`config.mk`:
```
export PLATFORM = sky130hd
export DESIGN_NAME = double_ended_queue
export DESIGN_NICKNAME = d
export VERILOG_FILES = /design/src/hdl/dq_pkg.sv /design/src/hdl/dq_cell.sv /design/src/hdl/dq_row.sv /design/src/hdl/double_ended_queue.sv
export VERILOG_INCLUDE_DIRS = /design/src /design/src/hdl
export SDC_FILE = /design/constraint.sdc
export NUM_CORES = 1
export LEC_CHECK = 0
export ABC_CLOCK_PERIOD_IN_PS = 6190
export BUFFER_PORTS_ARGS = -buffer_cell sky130_fd_sc_hd__buf_2
export CAP_MARGIN = 20
export CELL_PAD_IN_SITES_DETAIL_PLACEMENT = 0
export CELL_PAD_IN_SITES_GLOBAL_PLACEMENT = 2
export CORE_MARGIN = 2
export CORE_UTILIZATION = 46
export CTS_CLUSTER_DIAMETER = 100
export CTS_CLUSTER_SIZE = 20
export DETAILED_ROUTE_END_ITERATION = 12
export GPL_TIMING_DRIVEN = 0
export PLACE_DENSITY_LB_ADDON = 0.1
export REMOVE_ABC_BUFFERS = 1
export SETUP_SLACK_MARGIN = 0.02
export SLEW_MARGIN = 20
export SYNTH_ARGS = -nofsm -noshare
export SYNTH_HDL_FRONTEND = slang
export SYNTH_SLANG_ARGS = --single-unit
export TNS_END_PERCENT = 30
```
`constraint.sdc`:
```
create_clock -name i_clk -period 6.19 [get_ports i_clk]
set_clock_uncertainty 0.15 [all_clocks]
set_input_delay 0.619 -clock i_clk [delete_from_list [all_inputs] [get_ports i_clk]]
set_output_delay 0.619 -clock i_clk [all_outputs]
set_load 0.1 [all_outputs]
```
`src/hdl/double_ended_queue_defines.svh`:
```
// Assertion macros shared by the double-ended queue RTL.
// Define NO_ASSERTIONS to compile every check away.
`ifndef DOUBLE_ENDED_QUEUE_DEFINES_SVH
`define DOUBLE_ENDED_QUEUE_DEFINES_SVH
`ifndef NO_ASSERTIONS
// Clocked check that is switched off while reset is held.
`define DQ_ASSERT(lbl, clk, rst_n, prop, msg) \
    lbl: assert property (@(posedge clk) disable iff (!rst_n) prop) else $error(msg);
// Clocked check that also holds while reset is held.
`define DQ_ASSERT_ALWAYS(lbl, clk, prop, msg) \
    lbl: assert property (@(posedge clk) prop) else $error(msg);
`else
`define DQ_ASSERT(lbl, clk, rst_n, prop, msg)
`define DQ_ASSERT_ALWAYS(lbl, clk, prop, msg)
`endif
`endif

```
`src/hdl/dq_pkg.sv`:
```
`default_nettype none
package dq_pkg;

    // Size of the queue and of one stored word.
    localparam int DEPTH      = 16;
    localparam int DATA_WIDTH = 32;
    localparam int CNT_W      = $clog2(DEPTH + 1);

    // Fixed field widths of the ports.
    localparam int MODE_W   = 3;
    localparam int PORT_W   = 32;
    localparam int STATUS_W = 2;
    localparam int COUNT_W  = 5;

    // Command codes on the mode field.
    localparam logic [MODE_W-1:0] MODE_PUSH_FRONT = 3'd0;
    localparam logic [MODE_W-1:0] MODE_PUSH_BACK  = 3'd1;
    localparam logic [MODE_W-1:0] MODE_POP_FRONT  = 3'd2;
    localparam logic [MODE_W-1:0] MODE_POP_BACK   = 3'd3;
    localparam logic [MODE_W-1:0] MODE_PEEK       = 3'd4;

    // Status codes on the result.
    localparam logic [STATUS_W-1:0] ST_OK    = 2'd0;
    localparam logic [STATUS_W-1:0] ST_EMPTY = 2'd1;
    localparam logic [STATUS_W-1:0] ST_FULL  = 2'd2;

    typedef logic [DATA_WIDTH-1:0] t_word;
    typedef logic [CNT_W-1:0]      t_count;

    // Operation broadcast to every cell of the row.
    typedef enum logic [2:0] {
        OP_HOLD       = 3'd0,
        OP_PUSH_FRONT = 3'd1,
        OP_PUSH_BACK  = 3'd2,
        OP_POP_FRONT  = 3'd3,
        OP_POP_BACK   = 3'd4
    } t_op;

    // What the row reports back to the controller.
    typedef struct packed {
        logic  full;
        logic  empty;
        t_word front;
        t_word back;
    } t_row_status;

endpackage
`default_nettype wire

```
`src/hdl/dq_cell.sv`:
```
`default_nettype none
module dq_cell import dq_pkg::*; (
    input  wire logic  i_clk,
    input  wire logic  i_rst_n,
    input  wire t_op   i_op,
    input  wire t_word i_word,
    input  wire logic  i_left_valid,
    input  wire t_word i_left_data,
    input  wire logic  i_right_valid,
    input  wire t_word i_right_data,
    output logic       o_valid,
    output t_word      o_data,
    output logic       o_last
);

    logic  r_valid;
    logic  n_valid;
    t_word r_data;
    t_word n_data;

    // Shift toward the back on a front push, toward the front on a front pop.
    // Back push fills the first free cell; back pop clears the last full one.
    always_comb begin
        n_valid = r_valid;
        n_data  = r_data;
        case (i_op)
            OP_PUSH_FRONT: begin
                n_valid = i_left_valid;
                n_data  = i_left_data;
            end
            OP_PUSH_BACK: begin
                if (!r_valid && i_left_valid) begin
                    n_valid = 1'b1;
                    n_data  = i_word;
                end
            end
            OP_POP_FRONT: begin
                n_valid = i_right_valid;
                n_data  = i_right_data;
            end
            OP_POP_BACK: begin
                if (r_valid && !i_right_valid) begin
                    n_valid = 1'b0;
                end
            end
            default: begin
                n_valid = r_valid;
            end
        endcase
    end

    always_ff @(posedge i_clk) begin
        if (!i_rst_n) begin
            r_valid <= 1'b0;
        end else begin
            r_valid <= n_valid;
        end
    end

    // The stored word needs no reset; it is only seen while valid.
    always_ff @(posedge i_clk) begin
        r_data <= n_data;
    end

    assign o_valid = r_valid;
    assign o_data  = r_data;
    assign o_last  = r_valid & ~i_right_valid;

endmodule
`default_nettype wire

```
`src/hdl/dq_row.sv`:
```
`default_nettype none
module dq_row import dq_pkg::*; (
    input  wire logic  i_clk,
    input  wire logic  i_rst_n,
    input  wire t_op   i_op,
    input  wire t_word i_word,
    output t_row_status o_status
);

    logic  w_valid [DEPTH];
    t_word w_data  [DEPTH];
    logic  w_last  [DEPTH];
    t_word w_back;

    // Cell zero holds the front word; the valid bits fill from cell zero up.
    for (genvar g = 0; g < DEPTH; g++) begin : g_cell
        logic  w_lv;
        t_word w_ld;
        logic  w_rv;
        t_word w_rd;

        if (g == 0) begin : g_first
            assign w_lv = 1'b1;
            assign w_ld = i_word;
        end else begin : g_mid_l
            assign w_lv = w_valid[g-1];
            assign w_ld = w_data[g-1];
        end

        if (g == DEPTH - 1) begin : g_end
            assign w_rv = 1'b0;
            assign w_rd = '0;
        end else begin : g_mid_r
            assign w_rv = w_valid[g+1];
            assign w_rd = w_data[g+1];
        end

        dq_cell u_cell (
            .i_clk        (i_clk),
            .i_rst_n      (i_rst_n),
            .i_op         (i_op),
            .i_word       (i_word),
            .i_left_valid (w_lv),
            .i_left_data  (w_ld),
            .i_right_valid(w_rv),
            .i_right_data (w_rd),
            .o_valid      (w_valid[g]),
            .o_data       (w_data[g]),
            .o_last       (w_last[g])
        );
    end

    // At most one cell marks itself last (none when empty), so an OR picks the back word.
    always_comb begin
        w_back = '0;
        for (int i = 0; i < DEPTH; i++) begin
            w_back = w_back | (w_last[i] ? w_data[i] : t_word'(0));
        end
    end

    assign o_status.full  = w_valid[DEPTH-1];
    assign o_status.empty = ~w_valid[0];
    assign o_status.front = w_valid[0] ? w_data[0] : t_word'(0);
    assign o_status.back  = w_back;

endmodule
`default_nettype wire

```
`src/hdl/double_ended_queue.sv`:
```
`default_nettype none
// Bounded double-ended queue of 16 words, built as a row of cells with the
// front word in the first cell. Each input word carries a mode (push front,
// push back, pop front, pop back, peek) and a data word, and yields one
// result with a status (ok, empty on a pop from an empty queue, full on a
// rejected push), the front and back words (zero when empty), the count and
// an empty flag. In the cycle an item is accepted the whole row shifts,
// fills or clears one cell, and in the next the result register loads from
// the first cell and from the OR tree that finds the back cell. The next
// word is accepted in the cycle the result is taken, so a new word never
// enters while the last one is still in flight. No clearing pass follows reset.
`include "double_ended_queue_defines.svh"
module double_ended_queue import dq_pkg::*; (
    input  wire logic                i_clk,
    input  wire logic                i_rst_n,
    input  wire logic                i_in_valid,
    output logic                     o_in_stall,
    input  wire logic [MODE_W-1:0]   i_mode,
    input  wire logic [PORT_W-1:0]   i_data,
    output logic                     o_out_valid,
    input  wire logic                i_out_stall,
    output logic [STATUS_W-1:0]      o_status,
    output logic [PORT_W-1:0]        o_front_value,
    output logic [PORT_W-1:0]        o_back_value,
    output logic [COUNT_W-1:0]       o_count,
    output logic                     o_is_empty
);

    logic                r_pend;
    logic [STATUS_W-1:0] r_pend_status;
    logic [STATUS_W-1:0] n_status;
    t_count              r_count;
    t_count              n_count;
    t_op                 w_op;
    t_op                 n_op;
    logic                w_accept;
    t_row_status         w_row;

    logic                r_out_valid;
    logic [STATUS_W-1:0] r_out_status;
    t_word               r_out_front;
    t_word               r_out_back;
    t_count              r_out_count;

    assign o_in_stall = r_pend | (r_out_valid & i_out_stall);
    assign w_accept   = i_in_valid & ~o_in_stall;

    // Decode the command; a rejected push or pop leaves the row alone.
    always_comb begin
        n_op     = OP_HOLD;
        n_status = ST_OK;
        n_count  = r_count;
        case (i_mode)
            MODE_PUSH_FRONT: begin
                if (w_row.full) begin
                    n_status = ST_FULL;
                end else begin
                    n_op    = OP_PUSH_FRONT;
                    n_count = r_count + t_count'(1);
                end
            end
            MODE_PUSH_BACK: begin
                if (w_row.full) begin
                    n_status = ST_FULL;
                end else begin
                    n_op    = OP_PUSH_BACK;
                    n_count = r_count + t_count'(1);
                end
            end
            MODE_POP_FRONT: begin
                if (w_row.empty) begin
                    n_status = ST_EMPTY;
                end else begin
                    n_op    = OP_POP_FRONT;
                    n_count = r_count - t_count'(1);
                end
            end
            MODE_POP_BACK: begin
                if (w_row.empty) begin
                    n_status = ST_EMPTY;
                end else begin
                    n_op    = OP_POP_BACK;
                    n_count = r_count - t_count'(1);
                end
            end
            default: begin
                n_op = OP_HOLD;
            end
        endcase
    end

    assign w_op = w_accept ? n_op : OP_HOLD;

    dq_row u_row (
        .i_clk   (i_clk),
        .i_rst_n (i_rst_n),
        .i_op    (w_op),
        .i_word  (t_word'(i_data)),
        .o_status(w_row)
    );

    // Count and the word in flight between the row and the result register.
    always_ff @(posedge i_clk) begin
        if (!i_rst_n) begin
            r_pend  <= 1'b0;
            r_count <= '0;
        end else begin
            r_pend <= w_accept;
            if (w_accept) begin
                r_count <= n_count;
            end
        end
    end

    always_ff @(posedge i_clk) begin
        if (w_accept) begin
            r_pend_status <= n_status;
        end
    end

    // Result register, loaded once the row has settled.
    always_ff @(posedge i_clk) begin
        if (!i_rst_n) begin
            r_out_valid <= 1'b0;
        end else if (r_pend) begin
            r_out_valid <= 1'b1;
        end else if (!i_out_stall) begin
            r_out_valid <= 1'b0;
        end
    end

    always_ff @(posedge i_clk) begin
        if (r_pend) begin
            r_out_status <= r_pend_status;
            r_out_front  <= w_row.front;
            r_out_back   <= w_row.back;
            r_out_count  <= r_count;
        end
    end

    assign o_out_valid   = r_out_valid;
    assign o_status      = r_out_status;
    assign o_front_value = PORT_W'(r_out_front);
    assign o_back_value  = PORT_W'(r_out_back);
    assign o_count       = COUNT_W'(r_out_count);
    assign o_is_empty    = (r_out_count == '0);

    `DQ_ASSERT(a_count_bound, i_clk, i_rst_n, r_count <= t_count'(DEPTH), "count above depth")
    `DQ_ASSERT(a_empty_match, i_clk, i_rst_n, w_row.empty == (r_count == '0), "empty flag mismatch")
    `DQ_ASSERT(a_full_match, i_clk, i_rst_n, w_row.full == (r_count == t_count'(DEPTH)), "full flag mismatch")
    `DQ_ASSERT(a_pend_loads, i_clk, i_rst_n, r_pend |=> r_out_valid, "result not loaded")
    `DQ_ASSERT(a_no_overrun, i_clk, i_rst_n, r_pend |-> !(r_out_valid && i_out_stall), "result overrun")

endmodule
`default_nettype wire

```
==> results of run 1 <==
-- metal layers --
| metal | vias to the layer above | global-route usage [%] |
|---|---|---|
| met2 | 1300 | 44.2 |
| met4 | 0 | 8.84 |
| met1 | 10900 | 42.5 |
| met5 | - | 0 |
| met3 | 172 | 4.51 |
| li1 | 8537 | - |
-- stage by stage --
step	std cells	area [µm²]
floorplan	1677	27200
global placement	2579	28800
detailed placement	2708	31600
CTS	2752	32600
global route	2753	32600
finish	2753	32600
-- path summary, 6_finish.rpt --
path | start | end | slack [ns] | cells past startpoint
max | u_row.g_cell[0].u_cell.o_valid | u_row.g_cell[0].u_cell.o_data[30] | 1.85 | 13
min | i_data[26] | u_row.g_cell[0].u_cell.o_data[26] | 0.18 | 2
max reg2reg | u_row.g_cell[0].u_cell.o_valid | u_row.g_cell[0].u_cell.o_data[30] | 1.85 | 13
min reg2reg | r_pend_status[1] | o_status[1] | 0.28 | 0
-- power by group --
group / switching (mW) / internal [mW]
logic: 0.659 / 0.372
registers: 0.111 / 4.67
clock network: 1.39 / 1.07
-- flip-flops by register name (all words and copies together), names as in the netlist --
signal / cells
o_count: 5
o_status: 2
o_back_value: 32
o_front_value: 32
o_out_valid: 1
u_row.g_cell.u_cell.o_valid: 16
r_count: 5
u_row.g_cell.u_cell.o_data: 512
r_pend: 1
r_pend_status: 2
-- cells in the final DEF (no fill, tap or decap), drive strengths merged, types with 11 or more instances in the layout --
master   netlist  routed
edfxtp       585     585
a21o          33      33
a22o         125     125
nor2b         15      15
and2          64      64
clkbuf       138      41
a2111oi       14      14
a221o        448     448
buf          125     242
nor4          13      13
a21oi         35      35
nor3          26      26
nand4         32      32
dfxtp         23      23
inv           20      21
mux2          32      32
a221oi       125     125
nand4b        11      11
nor2          21      21
-- final cells by class --
type,count,area [µm²],area share [%]
Tap cell,790,988,3.04
Sequential cell,608,18000,55.4
Clock inverter,3,41.3,0.127
Inverter,21,78.8,0.242
Multi-Input combinational cell,1048,9430,28.9
Timing Repair Buffer,242,3070,9.44
Clock buffer,41,920,2.82
-- kinds of logic after synthesis --
group | count (synthesis) | share of synthesized area (%)
AOI/OAI and AO/OA | 803 | 26.0
DFF | 608 | 63.3
buffers and inverters | 284 | 4.78
and+or+nand+nor | 206 | 4.35
muxes | 32 | 1.26
adders and majority gates | 4 | 0.202
xor gates and xnor gates | 3 | 0.0922
==> impl_results.md, run 1 <==
- Max-Cap Viols: 0
- Post-Route WL: 94,400 µm
- Critical path endpoint category: register
- Post-CTS Setup Inserts: 0
- Pre-CTS setup slack: 1.31 ns
- Relative slew margins: 44.7%
- Outcome: finished clean
- Worst hold path class: input port to register
- Post-synth top area cell: edfxtp_1
- Clk buf depth: 3
- Max stage delay on crit path: 0.59 ns
- Synth Register Bits: 608
- Slack of the critical path: 1.85 ns
- DR WL met3: 7900 µm
- Cts-stage hold buffer count: 0
- Setup Crit Path Kind: register to register
- Vias: 20.9k
- Syn_area_per_cell: 14.7 µm²
- DR DRC count: 0
- Met2 WL: 43,200 µm
- Synth top cells by count: 585 x edfxtp_1, 448 x a221o_1, 138 x clkbuf_1
- Endpoints failing setup: 0
- Most frequent cell after synthesis: edfxtp_1
- Die area: 0.0639 mm²
- Vias per cell: 7.58
- Post-Synthesis Cells: 1,940
- Pwr dens: 254 mW/mm²
- Core Rows: 91
- PostCTS Resize Cnt: 0
- Async set-reset flop share out of synthesis: 0%
- Ant diodes: 0
- CTS tree: built
- Antenna violations before repair: 0
- Fill cell count: 5,035
- CTS buffer count: 36
- Die Y: 253 µm
- GRT Overall Usage: 28.9%
- DRT iter0 DRCs: 2,829
- Max-slew violations: 0
- Pwr Total: 8.27 mW
- GPL Wtd Cong: 0.755
- Crit path time final: 4.34 ns
- Met1 WL: 40,500 µm
- Die width: 253 µm
- Final hold vios: 0
- Hold slack: 0.177 ns
- CTS Sinks: 608
- Routed WL per cell: 34.3 µm
- Crit-path cells: buf_12 -> nand3b_1 -> buf_6 -> nor4_4 -> buf_4 -> buf_4 -> buf_4 -> buf_6 -> buf_4 -> buf_8 -> buf_6 -> buf_4 -> mux2_2
- Syn. warnings: 0
- Worst-Skew Late Latency: 0.60 ns
- Share of layout cells above drive strength 1: 18.1%
- Placeable core area: 0.0615 mm²
- Final nets: 2,000
- Ports: 113
- Top_reg_cell synth: edfxtp_1
- Synth area leaders: edfxtp_1 62%, a221o_1 16%, a221oi_1 3.8%
- Worst Path Max Fanout: 34
- H-tree Lvls: 2
- Largest net degree at the start of global routing: 66
- CP delay by family, top: buffers and inverters
- Worst EP required: 6.38 ns
- Area share of the largest cell type after synthesis: 61.7%
- Worst path bufs/invs: 10
- GR Overflow Total: 0
- Vias in the first global route: 19.6k
- Antenna Nets Post-Route: 0
- Unrepaired setup endpoints after global routing: no
- Initial core utilization: 46.3%
- Syn Std Cell Area: 0.0285 mm²
- 1st-pass router iterations: 8
- Hpwl dp: 60,500 µm
- Slowest cell on the critical path: dfxtp_4
- Crit share post-route: 70.1%
- First-pass GRT wire length: 137,000 µm
- Highest metal used: met4
- Layout area overhead: 14.3%
- Final TNS setup: 0 ns
- Post-synth cell types: 56
- Most frequent CP cell: buf_4
- IO buf count: 112
- Proportion of synthesized chip area in sequential cells: 63.3%
- Worst-margin pin slew: 0.829 ns
- Clock root buffer: clkbuf_16
- Leak pwr: 10.7 nW
- Clk pin slew, worst setup/hold paths: 0.09 ns
- Peak VDD IR: 164 µV
- Crit start category: register
- Post-synth EDFFs: 585
- Critical path data arrival time: 4.53 ns
- Finished Core Util: 53.0%
- Max Clk Rate: 0.230 GHz
(Power assumes the default switching activity.)
==> inputs of run 2 (changes only) <==
ABC_CLOCK_PERIOD_IN_PS = 4400   (was 6190)
clock period = 4.4 ns   (was 6.19 ns; I/O delays follow)
==> impl_results.md, run 2 (synthesized netlist as in run 1, its figures left out) <==
- Outcome: finished clean (unchanged)
- Most frequent CP cell: buf_16 (was buf_4)
- Antenna Nets Post-Route: 0 (unchanged)
- First-pass GRT wire length: 137,000 µm (about the same)
- Vias per cell: 7.59 (was 7.58)
- 1st-pass router iterations: 6 (was 8)
- Clk pin slew, worst setup/hold paths: 0.09 ns (about the same)
- Most common cell after layout, fill and taps aside: edfxtp_1 (unchanged)
- Clk buf depth: 3 (unchanged)
- GR Overflow Total: 0 (unchanged)
- Share of layout cells above drive strength 1: 17.9% (was 18.1%)
- Endpoints failing setup: 0 (unchanged)
- Antenna violations before repair: 0 (unchanged)
- PostCTS Resize Cnt: 0 (unchanged)
- Worst path bufs/invs: 4 (was 10)
- Unrepaired setup endpoints after global routing: no (unchanged)
- CTS Sinks: 608 (unchanged)
- Die width: 253 µm (unchanged)
- Core Rows: 91 (unchanged)
- Max-slew violations: 0 (unchanged)
- Largest net degree at the start of global routing: 66 (unchanged)
- GRT Overall Usage: 29.0% (was 28.9%)
- Critical path endpoint category: register (unchanged)
- Hold slack: 0.0223 ns (was 0.177 ns)
- Most frequent cells in the layout: 585 x edfxtp_1, 448 x a221o_1, 125 x a22o_1, 125 x a221oi_1, 114 x buf_2 (unchanged)
- Post-Route WL: 94,800 µm (was 94,400 µm)
- Leak pwr: 10.8 nW (was 10.7 nW)
- Peak VDD IR: 231 µV (was 164 µV)
- Ant diodes: 0 (unchanged)
- Placeable core area: 0.0615 mm² (unchanged)
- Final nets: 2,019 (was 2,000)
- Die Y: 253 µm (unchanged)
- Crit start category: register (unchanged)
- Die area: 0.0639 mm² (unchanged)
- Max stage delay on crit path: 0.75 ns (was 0.59 ns)
- Routed WL per cell: 34.2 µm (was 34.3 µm)
- CTS buffer count: 36 (unchanged)
- Vias: 21.0k (was 20.9k)
- IO buf count: 112 (unchanged)
- CTS tree: built (unchanged)
- Worst-margin pin slew: 0.842 ns (was 0.829 ns)
- DRT iter0 DRCs: 2,891 (was 2,829)
- DR DRC count: 0 (unchanged)
- Setup Crit Path Kind: register to register (unchanged)
- Initial core utilization: 46.3% (unchanged)
- GPL Wtd Cong: 0.755 (unchanged)
- Slowest cell on the critical path: a21oi_4 (was dfxtp_4)
- Worst Path Max Fanout: 25 (was 34)
- Critical path data arrival time: 4.27 ns (was 4.53 ns)
- Relative slew margins: 43.8% (was 44.7%)
- Pwr dens: 356 mW/mm² (was 254 mW/mm²)
- Ports: 113 (unchanged)
- Layout area overhead: 15.0% (was 14.3%)
- Crit share post-route: 93.8% (was 70.1%)
- Fill cell count: 5,027 (was 5,035)
- Max-Cap Viols: 0 (unchanged)
- Max Clk Rate: 0.242 GHz (was 0.230 GHz)
- Final hold vios: 0 (unchanged)
- Crit path time final: 4.13 ns (was 4.34 ns)
- H-tree Lvls: 2 (unchanged)
- Worst-Skew Late Latency: 0.60 ns (about the same)
- Hpwl dp: 60,500 µm (unchanged)
- Final TNS setup: 0 ns (unchanged)
- Max reg flops: 512 (unchanged)
- Clock root buffer: clkbuf_16 (unchanged)
- Vias in the first global route: 19.6k (about the same)
- CP delay by family, top: simple AND/OR/NAND/NOR gates (was buffers and inverters)
- Worst EP required: 4.54 ns (was 6.38 ns)
- Crit-path cells: a21oi_1 -> inv_1 -> nor2_1 -> nand3_2 -> a21oi_4 -> buf_8 -> buf_16 -> buf_16 (was buf_12 -> nand3b_1 -> buf_6 -> nor4_4 -> buf_4 -> buf_4 -> buf_4 -> buf_6 -> buf_4 -> buf_8 -> buf_6 -> buf_4 -> mux2_2)
- Worst hold path class: input port to register (unchanged)
run 2: final cells by class:
| cell class | count | area [µm²] | area share [%] |
|---|---|---|---|
| well taps | 790 | 988 | 3.02 |
| clock inverters | 3 | 41.3 | 0.126 |
| flip-flops and latches | 608 | 18000 | 55.1 |
| clock buffers | 41 | 920 | 2.81 |
| inverters | 21 | 78.8 | 0.241 |
| multi-input cells | 1049 | 9430 | 28.8 |
| repair buffers | 260 | 3250 | 9.92 |
run 2: per-stage QoR:
step / area, µm² / cells / utilization (%) / worst slack (ns) / power, mW
5_1_grt: 32800 / 2772 / 53.3 / 0.0214 / 12.0
2_1_floorplan: 27200 / 1677 / - / -20.05 / 7.72
6_report: 32800 / 2772 / 53.3 / 0.274 / 11.7
3_3_place_gp: 28800 / 2579 / 46.8 / -33.84 / 8.24
4_1_cts: 32800 / 2772 / 53.3 / 0.325 / 11.7
3_5_place_dp: 31600 / 2708 / 51.4 / -0.402 / 8.28
run 2: final timing paths:
| path | from | end | slack, ns | depth (start not counted) |
|---|---|---|---|---|
| worst max-delay path | r_pend | u_row.g_cell[7].u_cell.o_data[5] | 0.27 | 8 |
| worst min-delay path | i_data[17] | u_row.g_cell[0].u_cell.o_data[17] | 0.02 | 2 |
| worst max register to register | r_pend | u_row.g_cell[7].u_cell.o_data[5] | 0.27 | 8 |
| worst min register to register | r_pend_status[1] | o_status[1] | 0.28 | 0 |
run 2: power breakdown:
part	leakage, nW	total [mW]	switching [mW]	internal, mW
combinational	4.77	1.46	0.931	0.534
sequential	5.57	6.72	0.156	6.57
clock	0.468	3.48	1.98	1.50
total	10.8	11.7	3.06	8.61
run 2: what timing repair did:
action                                  in CTS  in global routing
hold buffers                                18                  0
endpoints found under the setup margin      55                  0
hold endpoints to repair                    18                  0
setup buffers                                1                  0
run 2: worst reg2reg max path, cell delays in order (launching register included):
cell     delay, ns
dfxtp_4       0.47
a21oi_1       0.29
inv_1         0.32
nor2_1        0.50
nand3_2       0.74
a21oi_4       0.76
buf_8         0.25
buf_16        0.17
buf_16        0.17
run 2: routing by layer:
layer / GRT usage, % / wire length (µm) / vias to the layer above
met5: 0 / 0 / -
met4: 8.86 / 2650 / 0
met3: 4.40 / 8170 / 165
met2: 44.3 / 43300 / 1292
met1: 42.6 / 40700 / 11000
li1: - / - / 8577
